<file path="config.mk">
export PLATFORM = sky130hd
export DESIGN_NAME = cosine_distance_engine
export DESIGN_NICKNAME = d
export VERILOG_FILES = /design/src/rtl/cde_pkg.sv /design/src/rtl/cosine_distance_engine.sv /design/src/rtl/cde_front.sv /design/src/rtl/cde_queue.sv /design/src/rtl/cde_back.sv
export SDC_FILE = /design/constraint.sdc
export NUM_CORES = 2
export LEC_CHECK = 0
export ABC_AREA = 1
export BUFFER_PORTS_ARGS = -buffer_cell sky130_fd_sc_hd__clkbuf_2
export CAP_MARGIN = 20
export CORE_MARGIN = 2
export CORE_UTILIZATION = 40
export CTS_BUF_LIST = sky130_fd_sc_hd__clkbuf_8
export DETAILED_ROUTE_END_ITERATION = 7
export GPL_ROUTABILITY_DRIVEN = 0
export PLACE_DENSITY_LB_ADDON = 0.08
export SYNTH_ARGS = -nofsm -noshare
export SYNTH_HDL_FRONTEND = slang
export SYNTH_SLANG_ARGS = --single-unit
</file>
<file path="constraint.sdc">
create_clock -name clk -period 8.4 [get_ports clk]
set_input_delay 0.84 -clock clk [delete_from_list [all_inputs] [get_ports clk]]
set_output_delay 0.84 -clock clk [all_outputs]
set_load 0.005 [all_outputs]
</file>
<file path="src/rtl/cde_pkg.sv">
// ----------------------------------------------------------------------------
// Cosine distance engine package
// Widths, constants, queue entry type and back-end states.
// ----------------------------------------------------------------------------
`timescale 1ns / 1ps
`default_nettype none

package cde_pkg;

    localparam int ELEM_W      = 16;
    localparam int PROD_E_W    = 2 * ELEM_W;
    localparam int SQ_W        = 2 * ELEM_W - 1;
    localparam int DOT_W       = 41;
    localparam int NORM_W      = 40;
    localparam int HALF_W      = NORM_W / 2;
    localparam int PROD_W      = 2 * NORM_W;
    localparam int ROOT_W      = NORM_W;
    localparam int REM_W       = ROOT_W + 2;
    localparam int FRAC_W      = 14;
    localparam int NUM_W       = DOT_W + FRAC_W;
    localparam int DIST_W      = 16;
    localparam int QUEUE_DEPTH = 2;
    localparam int PTR_W       = $clog2(QUEUE_DEPTH);
    localparam int QCNT_W      = $clog2(QUEUE_DEPTH + 1);
    localparam int MUL_STEPS   = 4;
    localparam int SQRT_STEPS  = PROD_W / 2;
    localparam int DIV_STEPS   = NUM_W;
    localparam int CNT_W       = $clog2(DIV_STEPS);

    localparam logic [DOT_W-1:0]  DOT_MAX  = {1'b0, {(DOT_W-1){1'b1}}};
    localparam logic [DOT_W-1:0]  DOT_MIN  = {1'b1, {(DOT_W-1){1'b0}}};
    localparam logic [NORM_W-1:0] NORM_MAX = {NORM_W{1'b1}};
    localparam logic [DIST_W-1:0] ONE_Q14  = DIST_W'(1 << FRAC_W);
    localparam logic [DIST_W-1:0] TWO_Q14  = DIST_W'(2 << FRAC_W);

    typedef struct packed {
        logic [DOT_W-1:0]  dot;
        logic [NORM_W-1:0] norm_a;
        logic [NORM_W-1:0] norm_b;
    } cde_sums_t;

    typedef enum logic [2:0] {
        ST_IDLE,
        ST_MUL,
        ST_SQRT,
        ST_DIV,
        ST_FIN,
        ST_DONE
    } cde_state_t;

endpackage

`default_nettype wire

</file>
<file path="src/rtl/cosine_distance_engine.sv">
// ----------------------------------------------------------------------------
// Cosine distance engine
// Streams element pairs of two vectors and returns 1 - cos(a, b) in Q2.14.
// ----------------------------------------------------------------------------
//  channel | direction | word contents
//  s_*     | in        | tdata: elem_a[15:0], elem_b[31:16]; tlast: last pair
//  m_*     | out       | tdata: distance[15:0]; tuser: zero_norm
//
//  Element pairs enter at one per cycle unless a last pair waits for the
//  queue; the front end registers each product before adding it to the sums.
//  Each vector holds the back end through load, norm product, square-root
//  digits, quotient bits, saturate, output; a zero norm skips to output. A
//  two-entry queue holds finished sums, so short vectors stall the input while
//  the back end works. Reset clears the accumulators and all handshake state.
// ----------------------------------------------------------------------------
`timescale 1ns / 1ps
`default_nettype none

module cosine_distance_engine (
    input  wire logic        clk,
    input  wire logic        rst_n,
    input  wire logic        s_tvalid,
    output logic             s_tready,
    input  wire logic [31:0] s_tdata,   // elem_a[15:0], elem_b[31:16]
    input  wire logic        s_tlast,
    output logic             m_tvalid,
    input  wire logic        m_tready,
    output logic [15:0]      m_tdata,   // distance[15:0]
    output logic             m_tuser    // zero_norm[0]
);
    import cde_pkg::*;

    logic      push_valid, push_ready, q_valid, q_pop;
    cde_sums_t push_data, q_data;

    cde_front u_front (
        .clk        (clk),
        .rst_n      (rst_n),
        .in_valid   (s_tvalid),
        .in_ready   (s_tready),
        .elem_a     (s_tdata[ELEM_W-1:0]),
        .elem_b     (s_tdata[2*ELEM_W-1:ELEM_W]),
        .last       (s_tlast),
        .push_valid (push_valid),
        .push_ready (push_ready),
        .push_data  (push_data)
    );

    cde_queue u_queue (
        .clk      (clk),
        .rst_n    (rst_n),
        .wr_valid (push_valid),
        .wr_ready (push_ready),
        .wr_data  (push_data),
        .rd_valid (q_valid),
        .rd_pop   (q_pop),
        .rd_data  (q_data)
    );

    cde_back u_back (
        .clk       (clk),
        .rst_n     (rst_n),
        .q_valid   (q_valid),
        .q_pop     (q_pop),
        .q_data    (q_data),
        .out_valid (m_tvalid),
        .out_ready (m_tready),
        .distance  (m_tdata),
        .zero_norm (m_tuser)
    );

endmodule

`default_nettype wire

</file>
<file path="src/rtl/cde_front.sv">
// ----------------------------------------------------------------------------
// Cosine distance front end
// Multiplies each element pair, accumulates dot and norms with saturation,
// and pushes the finished sums into the queue on the last word.
// ----------------------------------------------------------------------------
`timescale 1ns / 1ps
`default_nettype none

module cde_front (
    input  wire logic                          clk,
    input  wire logic                          rst_n,
    input  wire logic                          in_valid,
    output logic                               in_ready,
    input  wire logic signed [cde_pkg::ELEM_W-1:0] elem_a,
    input  wire logic signed [cde_pkg::ELEM_W-1:0] elem_b,
    input  wire logic                          last,
    output logic                               push_valid,
    input  wire logic                          push_ready,
    output cde_pkg::cde_sums_t                 push_data
);
    import cde_pkg::*;

    logic                       p_valid_reg, p_valid_next;
    logic                       p_last_reg;
    logic signed [PROD_E_W-1:0] ab_reg;
    logic [SQ_W-1:0]            aa_reg, bb_reg;
    logic signed [PROD_E_W-1:0] ab_full, aa_full, bb_full;

    logic [DOT_W-1:0]  dot_reg, dot_next;
    logic [NORM_W-1:0] na_reg, na_next;
    logic [NORM_W-1:0] nb_reg, nb_next;
    logic [DOT_W:0]    dot_wide;
    logic [NORM_W:0]   na_wide, nb_wide;
    logic [DOT_W-1:0]  dot_sat;
    logic [NORM_W-1:0] na_sat, nb_sat;
    logic              acc_take, acc_fire, load;

    assign acc_take   = !p_last_reg || push_ready;
    assign acc_fire   = p_valid_reg && acc_take;
    assign in_ready   = !p_valid_reg || acc_take;
    assign load       = in_valid && in_ready;
    assign push_valid = p_valid_reg && p_last_reg;

    always_comb
    begin
        ab_full = elem_a * elem_b;
        aa_full = elem_a * elem_a;
        bb_full = elem_b * elem_b;
    end

    always_comb
    begin
        dot_wide = {dot_reg[DOT_W-1], dot_reg}
                 + {{(DOT_W+1-PROD_E_W){ab_reg[PROD_E_W-1]}}, ab_reg};
        na_wide  = {1'b0, na_reg} + {{(NORM_W+1-SQ_W){1'b0}}, aa_reg};
        nb_wide  = {1'b0, nb_reg} + {{(NORM_W+1-SQ_W){1'b0}}, bb_reg};

        if (dot_wide[DOT_W] != dot_wide[DOT_W-1])
        begin
            dot_sat = dot_wide[DOT_W] ? DOT_MIN : DOT_MAX;
        end
        else
        begin
            dot_sat = dot_wide[DOT_W-1:0];
        end
        na_sat = na_wide[NORM_W] ? NORM_MAX : na_wide[NORM_W-1:0];
        nb_sat = nb_wide[NORM_W] ? NORM_MAX : nb_wide[NORM_W-1:0];

        push_data.dot    = dot_sat;
        push_data.norm_a = na_sat;
        push_data.norm_b = nb_sat;
    end

    always_comb
    begin
        p_valid_next = p_valid_reg;
        dot_next     = dot_reg;
        na_next      = na_reg;
        nb_next      = nb_reg;
        if (load)
        begin
            p_valid_next = 1'b1;
        end
        else if (acc_fire)
        begin
            p_valid_next = 1'b0;
        end
        if (acc_fire)
        begin
            // clear after the last word, keep growing otherwise
            dot_next = p_last_reg ? '0 : dot_sat;
            na_next  = p_last_reg ? '0 : na_sat;
            nb_next  = p_last_reg ? '0 : nb_sat;
        end
    end

    always_ff @(posedge clk or negedge rst_n)
    begin
        if (!rst_n)
        begin
            p_valid_reg <= 1'b0;
            dot_reg     <= '0;
            na_reg      <= '0;
            nb_reg      <= '0;
        end
        else
        begin
            p_valid_reg <= p_valid_next;
            dot_reg     <= dot_next;
            na_reg      <= na_next;
            nb_reg      <= nb_next;
        end
    end

    always_ff @(posedge clk)
    begin
        if (load)
        begin
            p_last_reg <= last;
            ab_reg     <= ab_full;
            aa_reg     <= aa_full[SQ_W-1:0];
            bb_reg     <= bb_full[SQ_W-1:0];
        end
    end

endmodule

`default_nettype wire

</file>
<file path="src/rtl/cde_queue.sv">
// ----------------------------------------------------------------------------
// Cosine distance sum queue
// Short first-in first-out store of finished sums between front and back.
// ----------------------------------------------------------------------------
`timescale 1ns / 1ps
`default_nettype none

module cde_queue (
    input  wire logic               clk,
    input  wire logic               rst_n,
    input  wire logic               wr_valid,
    output logic                    wr_ready,
    input  wire cde_pkg::cde_sums_t wr_data,
    output logic                    rd_valid,
    input  wire logic               rd_pop,
    output cde_pkg::cde_sums_t      rd_data
);
    import cde_pkg::*;

    cde_sums_t         entry_reg [QUEUE_DEPTH];
    logic [PTR_W-1:0]  wr_ptr_reg, wr_ptr_next;
    logic [PTR_W-1:0]  rd_ptr_reg, rd_ptr_next;
    logic [QCNT_W-1:0] count_reg, count_next;
    logic              wr_fire, rd_fire;

    assign wr_ready = (count_reg != QCNT_W'(QUEUE_DEPTH));
    assign rd_valid = (count_reg != '0);
    assign rd_data  = entry_reg[rd_ptr_reg];
    assign wr_fire  = wr_valid && wr_ready;
    assign rd_fire  = rd_pop && rd_valid;

    always_comb
    begin
        wr_ptr_next = wr_fire ? PTR_W'(wr_ptr_reg + 1'b1) : wr_ptr_reg;
        rd_ptr_next = rd_fire ? PTR_W'(rd_ptr_reg + 1'b1) : rd_ptr_reg;
        count_next  = count_reg;
        if (wr_fire && !rd_fire)
        begin
            count_next = QCNT_W'(count_reg + 1'b1);
        end
        else if (rd_fire && !wr_fire)
        begin
            count_next = QCNT_W'(count_reg - 1'b1);
        end
    end

    always_ff @(posedge clk or negedge rst_n)
    begin
        if (!rst_n)
        begin
            wr_ptr_reg <= '0;
            rd_ptr_reg <= '0;
            count_reg  <= '0;
        end
        else
        begin
            wr_ptr_reg <= wr_ptr_next;
            rd_ptr_reg <= rd_ptr_next;
            count_reg  <= count_next;
        end
    end

    always_ff @(posedge clk)
    begin
        if (wr_fire)
        begin
            entry_reg[wr_ptr_reg] <= wr_data;
        end
    end

endmodule

`default_nettype wire

</file>
<file path="src/rtl/cde_back.sv">
// ----------------------------------------------------------------------------
// Cosine distance back end
// Forms the norm product in four partial products, takes its square root one
// digit a cycle, divides the scaled dot product one bit a cycle, saturates.
// ----------------------------------------------------------------------------
`timescale 1ns / 1ps
`default_nettype none

module cde_back (
    input  wire logic                          clk,
    input  wire logic                          rst_n,
    input  wire logic                          q_valid,
    output logic                               q_pop,
    input  wire cde_pkg::cde_sums_t            q_data,
    output logic                               out_valid,
    input  wire logic                          out_ready,
    output logic [cde_pkg::DIST_W-1:0]         distance,
    output logic                               zero_norm
);
    import cde_pkg::*;

    cde_state_t        state_reg, state_next;
    logic [CNT_W-1:0]  cnt_reg, cnt_next;
    logic              sign_reg, sign_next;
    logic [NORM_W-1:0] na_reg, na_next, nb_reg, nb_next;
    logic [DOT_W-1:0]  dot_reg, dot_next;
    logic [2*HALF_W-1:0] pp_reg, pp_next;
    logic [1:0]        pp_sh_reg, pp_sh_next;
    logic [PROD_W-1:0] prod_reg, prod_next, pp_shifted;
    logic [REM_W-1:0]  rem_reg, rem_next;
    logic [ROOT_W-1:0] root_reg, root_next;
    logic [NUM_W-1:0]  num_reg, num_next;
    logic [DIST_W-1:0] res_reg, res_next;
    logic              zn_reg, zn_next;
    logic              out_valid_reg, out_valid_next;
    logic [DIST_W-1:0] dist_reg;
    logic              zn_out_reg;

    logic              norm_zero, last_mul, last_sqrt, last_div, out_free, out_load;
    logic [HALF_W-1:0] mul_a, mul_b;
    logic [REM_W+1:0]  sq_rem_sh, sq_trial;
    logic [ROOT_W:0]   dv_rem_sh;
    logic [DOT_W-1:0]  dot_mag;
    logic              q_big;

    assign norm_zero = (q_data.norm_a == '0) || (q_data.norm_b == '0);
    assign last_mul  = (cnt_reg == CNT_W'(MUL_STEPS));
    assign last_sqrt = (cnt_reg == CNT_W'(SQRT_STEPS - 1));
    assign last_div  = (cnt_reg == CNT_W'(DIV_STEPS - 1));
    assign out_free  = !out_valid_reg || out_ready;

    always_comb
    begin
        state_next = state_reg;
        unique case (state_reg)
            ST_IDLE:
            begin
                if (q_valid)
                begin
                    state_next = norm_zero ? ST_DONE : ST_MUL;
                end
            end
            ST_MUL:  if (last_mul)  state_next = ST_SQRT;
            ST_SQRT: if (last_sqrt) state_next = ST_DIV;
            ST_DIV:  if (last_div)  state_next = ST_FIN;
            ST_FIN:  state_next = ST_DONE;
            ST_DONE: if (out_free)  state_next = ST_IDLE;
            default: state_next = ST_IDLE;
        endcase
    end

    always_comb
    begin
        q_pop    = 1'b0;
        out_load = 1'b0;
        unique case (state_reg)
            ST_IDLE: q_pop    = q_valid;
            ST_DONE: out_load = out_free;
            ST_MUL, ST_SQRT, ST_DIV, ST_FIN: ;
            default: ;
        endcase
    end

    always_comb
    begin
        mul_a = cnt_reg[0] ? na_reg[NORM_W-1:HALF_W] : na_reg[HALF_W-1:0];
        mul_b = cnt_reg[1] ? nb_reg[NORM_W-1:HALF_W] : nb_reg[HALF_W-1:0];
        case (pp_sh_reg)
            2'd0:    pp_shifted = {{(PROD_W-2*HALF_W){1'b0}}, pp_reg};
            2'd1:    pp_shifted = {{HALF_W{1'b0}}, pp_reg, {HALF_W{1'b0}}};
            default: pp_shifted = {pp_reg, {(2*HALF_W){1'b0}}};
        endcase
        sq_rem_sh = {rem_reg, prod_reg[PROD_W-1 -: 2]};
        sq_trial  = {2'b00, root_reg, 2'b01};
        dv_rem_sh = {rem_reg[ROOT_W-1:0], num_reg[NUM_W-1]};
        dot_mag   = dot_reg[DOT_W-1] ? DOT_W'(-dot_reg) : dot_reg;
        q_big     = |num_reg[NUM_W-1:FRAC_W];
    end

    always_comb
    begin
        cnt_next       = cnt_reg;
        sign_next      = sign_reg;
        na_next        = na_reg;
        nb_next        = nb_reg;
        dot_next       = dot_reg;
        pp_next        = pp_reg;
        pp_sh_next     = pp_sh_reg;
        prod_next      = prod_reg;
        rem_next       = rem_reg;
        root_next      = root_reg;
        num_next       = num_reg;
        res_next       = res_reg;
        zn_next        = zn_reg;
        out_valid_next = out_valid_reg;
        if (out_valid_reg && out_ready)
        begin
            out_valid_next = 1'b0;
        end
        case (state_reg)
            ST_IDLE:
            begin
                na_next   = q_data.norm_a;
                nb_next   = q_data.norm_b;
                dot_next  = q_data.dot;
                cnt_next  = '0;
                prod_next = '0;
                zn_next   = norm_zero;
                res_next  = ONE_Q14;
            end
            ST_MUL:
            begin
                pp_next    = {{HALF_W{1'b0}}, mul_a} * {{HALF_W{1'b0}}, mul_b};
                pp_sh_next = {1'b0, cnt_reg[0]} + {1'b0, cnt_reg[1]};
                if (cnt_reg != '0)
                begin
                    prod_next = prod_reg + pp_shifted;
                end
                cnt_next = last_mul ? '0 : CNT_W'(cnt_reg + 1'b1);
                rem_next  = '0;
                root_next = '0;
            end
            ST_SQRT:
            begin
                prod_next = {prod_reg[PROD_W-3:0], 2'b00};
                if (sq_rem_sh >= sq_trial)
                begin
                    rem_next  = REM_W'(sq_rem_sh - sq_trial);
                    root_next = {root_reg[ROOT_W-2:0], 1'b1};
                end
                else
                begin
                    rem_next  = sq_rem_sh[REM_W-1:0];
                    root_next = {root_reg[ROOT_W-2:0], 1'b0};
                end
                cnt_next = last_sqrt ? '0 : CNT_W'(cnt_reg + 1'b1);
                if (last_sqrt)
                begin
                    rem_next  = '0;
                    num_next  = {dot_mag, {FRAC_W{1'b0}}};
                    sign_next = dot_reg[DOT_W-1];
                end
            end
            ST_DIV:
            begin
                // root stays; rem_reg low bits carry the partial remainder
                if (dv_rem_sh >= {1'b0, root_reg})
                begin
                    rem_next = REM_W'(dv_rem_sh - {1'b0, root_reg});
                    num_next = {num_reg[NUM_W-2:0], 1'b1};
                end
                else
                begin
                    rem_next = REM_W'(dv_rem_sh);
                    num_next = {num_reg[NUM_W-2:0], 1'b0};
                end
                cnt_next = CNT_W'(cnt_reg + 1'b1);
            end
            ST_FIN:
            begin
                if (sign_reg)
                begin
                    res_next = q_big ? TWO_Q14
                                     : ONE_Q14 + {{(DIST_W-FRAC_W){1'b0}}, num_reg[FRAC_W-1:0]};
                end
                else
                begin
                    res_next = q_big ? '0
                                     : ONE_Q14 - {{(DIST_W-FRAC_W){1'b0}}, num_reg[FRAC_W-1:0]};
                end
            end
            ST_DONE:
            begin
                if (out_load)
                begin
                    out_valid_next = 1'b1;
                end
            end
            default: ;
        endcase
    end

    always_ff @(posedge clk or negedge rst_n)
    begin
        if (!rst_n)
        begin
            state_reg     <= ST_IDLE;
            cnt_reg       <= '0;
            out_valid_reg <= 1'b0;
        end
        else
        begin
            state_reg     <= state_next;
            cnt_reg       <= cnt_next;
            out_valid_reg <= out_valid_next;
        end
    end

    always_ff @(posedge clk)
    begin
        sign_reg  <= sign_next;
        na_reg    <= na_next;
        nb_reg    <= nb_next;
        dot_reg   <= dot_next;
        pp_reg    <= pp_next;
        pp_sh_reg <= pp_sh_next;
        prod_reg  <= prod_next;
        rem_reg   <= rem_next;
        root_reg  <= root_next;
        num_reg   <= num_next;
        res_reg   <= res_next;
        zn_reg    <= zn_next;
        if (out_load)
        begin
            dist_reg   <= res_reg;
            zn_out_reg <= zn_reg;
        end
    end

    assign out_valid = out_valid_reg;
    assign distance  = dist_reg;
    assign zero_norm = zn_out_reg;

endmodule

`default_nettype wire

</file>
==> results summary <==
The area fraction in compound gates after synthesis was 0.0793. After floorplanning, the core was divided into 180 placement rows. The worst setup path is captured at a flop. The number of global-route vias before repair is 81,900.

STA classifies the critical path startpoint as a flop. The number of setup violations in the final report came out at 0. The worst setup margin came out at 0.928 ns.

Once the clock tree was built, the resizer swapped 0 gates to a different size. The minimum period implied by the final worst setup slack is 7.47 ns. The total global routing track utilization came out at 0.249. The count of non-filler cells in the finished layout came out at 15,600. In the finished design, the share of the clock period the worst path needs comes to 0.889. By area the synthesized netlist is led by sky130_fd_sc_hd__edfxtp_1 (23%), sky130_fd_sc_hd__fa_1 (22%), sky130_fd_sc_hd__nand2_1 (12%).

The signal on the critical path passes through inv_1 -> or2_2 -> o21ai_0 -> buf_4 -> clkinv_1 -> nand2_1 -> fa_1 -> fa_1 -> fa_1 -> inv_1 -> fa_1 -> fa_1 -> fa_1 -> fa_1 -> ha_1 -> nand2_1 -> nor2_1 -> inv_1 -> nor2_1 -> inv_1 -> nor4_1 -> nand3_1 -> nand3_1 -> xor2_1. The number of library cell types mapped by synthesis came out at 62. During placement, the flow inserted port buffers numbering 55.

For the worst setup path, the data arrival time is 8.13 ns. In this run the critical register-to-register path is launched from u_back.cnt_reg[0]. The count of yosys warnings during synthesis came out at 0. The TritonCTS clock tree is done. The startpoint identified for the worst hold timing path is s_tvalid. The count of cells along the worst hold path is 3.

The post-route antenna net violation count came out at 0. The required arrival time at the worst endpoint is 9.06 ns. The total wire length came out at 306,000 um. The number of slew-limit violations in the final report is 0. The critical path's largest stage delay came out at 0.58 ns. The max-capacitance violation count is 0. Yosys instantiated no cell more often than sky130_fd_sc_hd__nand2_1. The cell at the root of the clock tree is sky130_fd_sc_hd__clkbuf_8. The multi-input gate area in the final layout came out at 0.0606 mm2.

The standard cell with the maximum stage delay on the critical path is sky130_fd_sc_hd__fa_1. The number of iterations in the first detailed-routing pass is 6. From synthesis to final layout, the design area changed by 7.51%. The end point of the worst hold path is u_front.p_valid_reg. The later pin in the worst-skew pair is clocked with a latency of 0.96 ns. Of the post-synthesis cell area, the dominant cell type holds 0.232.

The floorplan step set the die width to 497 um. The fmax is 134 MHz. The floorplan die height came out at 497 um. The detail-routed net length per standard cell came out at 19.6 um. The number of cells on the worst reg-to-reg path came out at 24.

The headroom to the max-slew limit came out at 0.300. The minimum setup slack among reg-to-reg paths is 0.93 ns. Ranked by instance count, the synthesized netlist is headed by sky130_fd_sc_hd__nand2_1 (3,041), sky130_fd_sc_hd__inv_1 (2,483), sky130_fd_sc_hd__nor2_1 (1,207). The count of vias placed by the detailed router came out at 79,800. On the critical path the largest part of the delay comes from adder cells. The worst clock skew on the final layout came out at 0.0576 ns. For this design, the sink count on the clock tree is 886. The overall overflow remaining after global route is 0.

The level count of the clock H-tree is 4. The post-synthesis share of cell area spent on full adders, half adders and majority gates came out at 0.303. The average instance in the mapped netlist occupies 7.96 um2. The most used flip-flop cell after synthesis is sky130_fd_sc_hd__edfxtp_1. The maximum number of pins on one net before global-route repair came out at 79.

The simple logic cell fraction of the synthesized area came out at 0.213. After clock tree synthesis, the clock-pin slew on the worst setup and hold paths is 0.06 ns. The class of the most critical setup path is reg -> reg. The pin slew with the least headroom to its limit came out at 1.04 ns.

The first-pass GRT wire length is 476,000 um. The post-synthesis mux area share is 0.000309. The worst hold margin is 0.159 ns. In the final timing run, aggregate negative setup slack is 0 ns.

The number of top-level pins came out at 56. The total placed cells including tap cells is 15,300. The number of DRC markers in iteration 0 is 6,163.

The number of nets produced by synthesis came out at 14,000. The number of remaining DRC errors came out at 0. The mean number of vias per cell is 5.13.

The ratio of cells with drive above 1 in the final layout came out at 0.0481. The worst flop-to-flop path endpoint is u_back.pp_reg[38]. The synthesized design contains 750 enable-type register cells. The worst hold path belongs to the class in -> reg. In the final layout, flip-flops and latches occupy 0.0259 mm2. The maximum clock insertion buffer count came out at 3.

The number of buffers and inverters on the critical path came out at 6. The fill cell instance count of the final layout is 24,500. The detailed placement HPWL came out at 249,000 um.

Of all flip-flops after synthesis, the portion carrying an async set or reset was 0.153. The proportion of synthesized chip area in sequential cells came out at 0.267. The flop and latch count out of synthesis is 886. The register with the most flip-flops in the layout has 242 of them.

Of the total synthesized cell area, the portion taken by XOR and XNOR cells is 0.0277. The most frequent cell on the critical path is sky130_fd_sc_hd__fa_1. The gate count of the mapped netlist came out at 12,200. The core region is 0.241 mm2. The post-synthesis instance area came out at 0.0971 mm2. The effective utilization at floorplan is 0.403. The total count of hold-check failures in the final report is 0. Setup repair after global routing left no endpoint under its margin. The library cell occupying the most area in the post-synthesis netlist is sky130_fd_sc_hd__edfxtp_1. The total die area came out at 0.247 mm2.

The minimum setup slack after placement is 0.880 ns. The TritonCTS buffer count came out at 161. The largest fanout of any net on the critical path is 23.

The run finished with clean final reports. The number of antenna violations at the first check in global routing came to 4. The number of nets in the layout came out at 14,000.

The dominant combinational cell family by area after synthesis is adder cells.
-- layout by cell type, fill, tap and decap left out, drive strengths merged, types with 6 or more instances in the layout --
cell	count
clkbuf	227
o211ai	15
o31ai	8
ha	669
xnor2	127
dfrtp	136
a21o	40
nor3	98
o21ai	559
a21oi	577
a21boi	17
nand4	118
o21a	16
xor2	180
nand2	3095
o22ai	45
a31oi	46
and3	6
edfxtp	750
clkinv	59
buf	128
nand3b	16
inv	2559
nor4	50
o21bai	42
fa	1051
nand3	395
bufinv	6
a22o	24
nor2	1225
or2	65
-- layer usage --
metal  up-vias  GRT usage  share of wire
met1     38900      0.331           0.44
met3       521     0.0326          0.054
li1      38100          -              -
met5         -          0       0.000049
met2      2268      0.416           0.47
met4         2     0.0873          0.038
-- cell families after synthesis --
logic type                 Yosys count
buffers and inverters             2809
xor gates and xnor gates           307
DFF                                886
adders and majority gates         1720
muxes                                3
and+or+nand+nor                   5073
AOI/OAI and AO/OA                 1408
-- through the flow --
stage	utilization	instance area (um2)
floorplan	-	97100
global placement	0.420	101000
detailed placement	0.420	101000
CTS	0.433	104000
global route	0.433	104000
finish	0.433	104000
-- area by class of cell --
| cell class | instances | area share |
|---|---|---|
| tap | 3185 | 0.0382 |
| sequential | 886 | 0.248 |
| clock inverter | 121 | 0.00782 |
| clock buffer | 173 | 0.0228 |
| timing repair buffer | 184 | 0.0123 |
| antenna | 5 | 0.000120 |
| multi-input combinational | 8511 | 0.580 |
| inverter | 2506 | 0.0901 |
-- repair_timing --
action,in CTS,in global routing
setup buffers,0,0
hold endpoints to repair,55,0
hold buffers,2,0
-- worst min-delay path, stage by stage --
cell                       delay (ns)
sky130_fd_sc_hd__clkbuf_2        0.08
sky130_fd_sc_hd__inv_1           0.07
sky130_fd_sc_hd__nand2_1         0.07
-- worst max path at each step --
| stage | cells past startpoint | end | startpoint |
|---|---|---|---|
| 6_report | 24 | u_back.pp_reg[38] | u_back.cnt_reg[0] |
| 5_1_grt | 25 | u_back.pp_reg[28] | u_back.cnt_reg[0] |
| 4_1_cts | 24 | u_back.pp_reg[38] | u_back.cnt_reg[0] |
| 3_5_place_dp | 20 | u_front.aa_reg[20] | s_tdata[6] |
| 3_3_place_gp | 20 | u_front.aa_reg[20] | s_tdata[6] |
| 2_1_floorplan | 6 | u_back.prod_reg[0] | u_back.state_reg[2] |
Power is left out: the tool's default activity adds up to more than one toggle a clock period on the data nets, which glitch-free logic cannot reach.
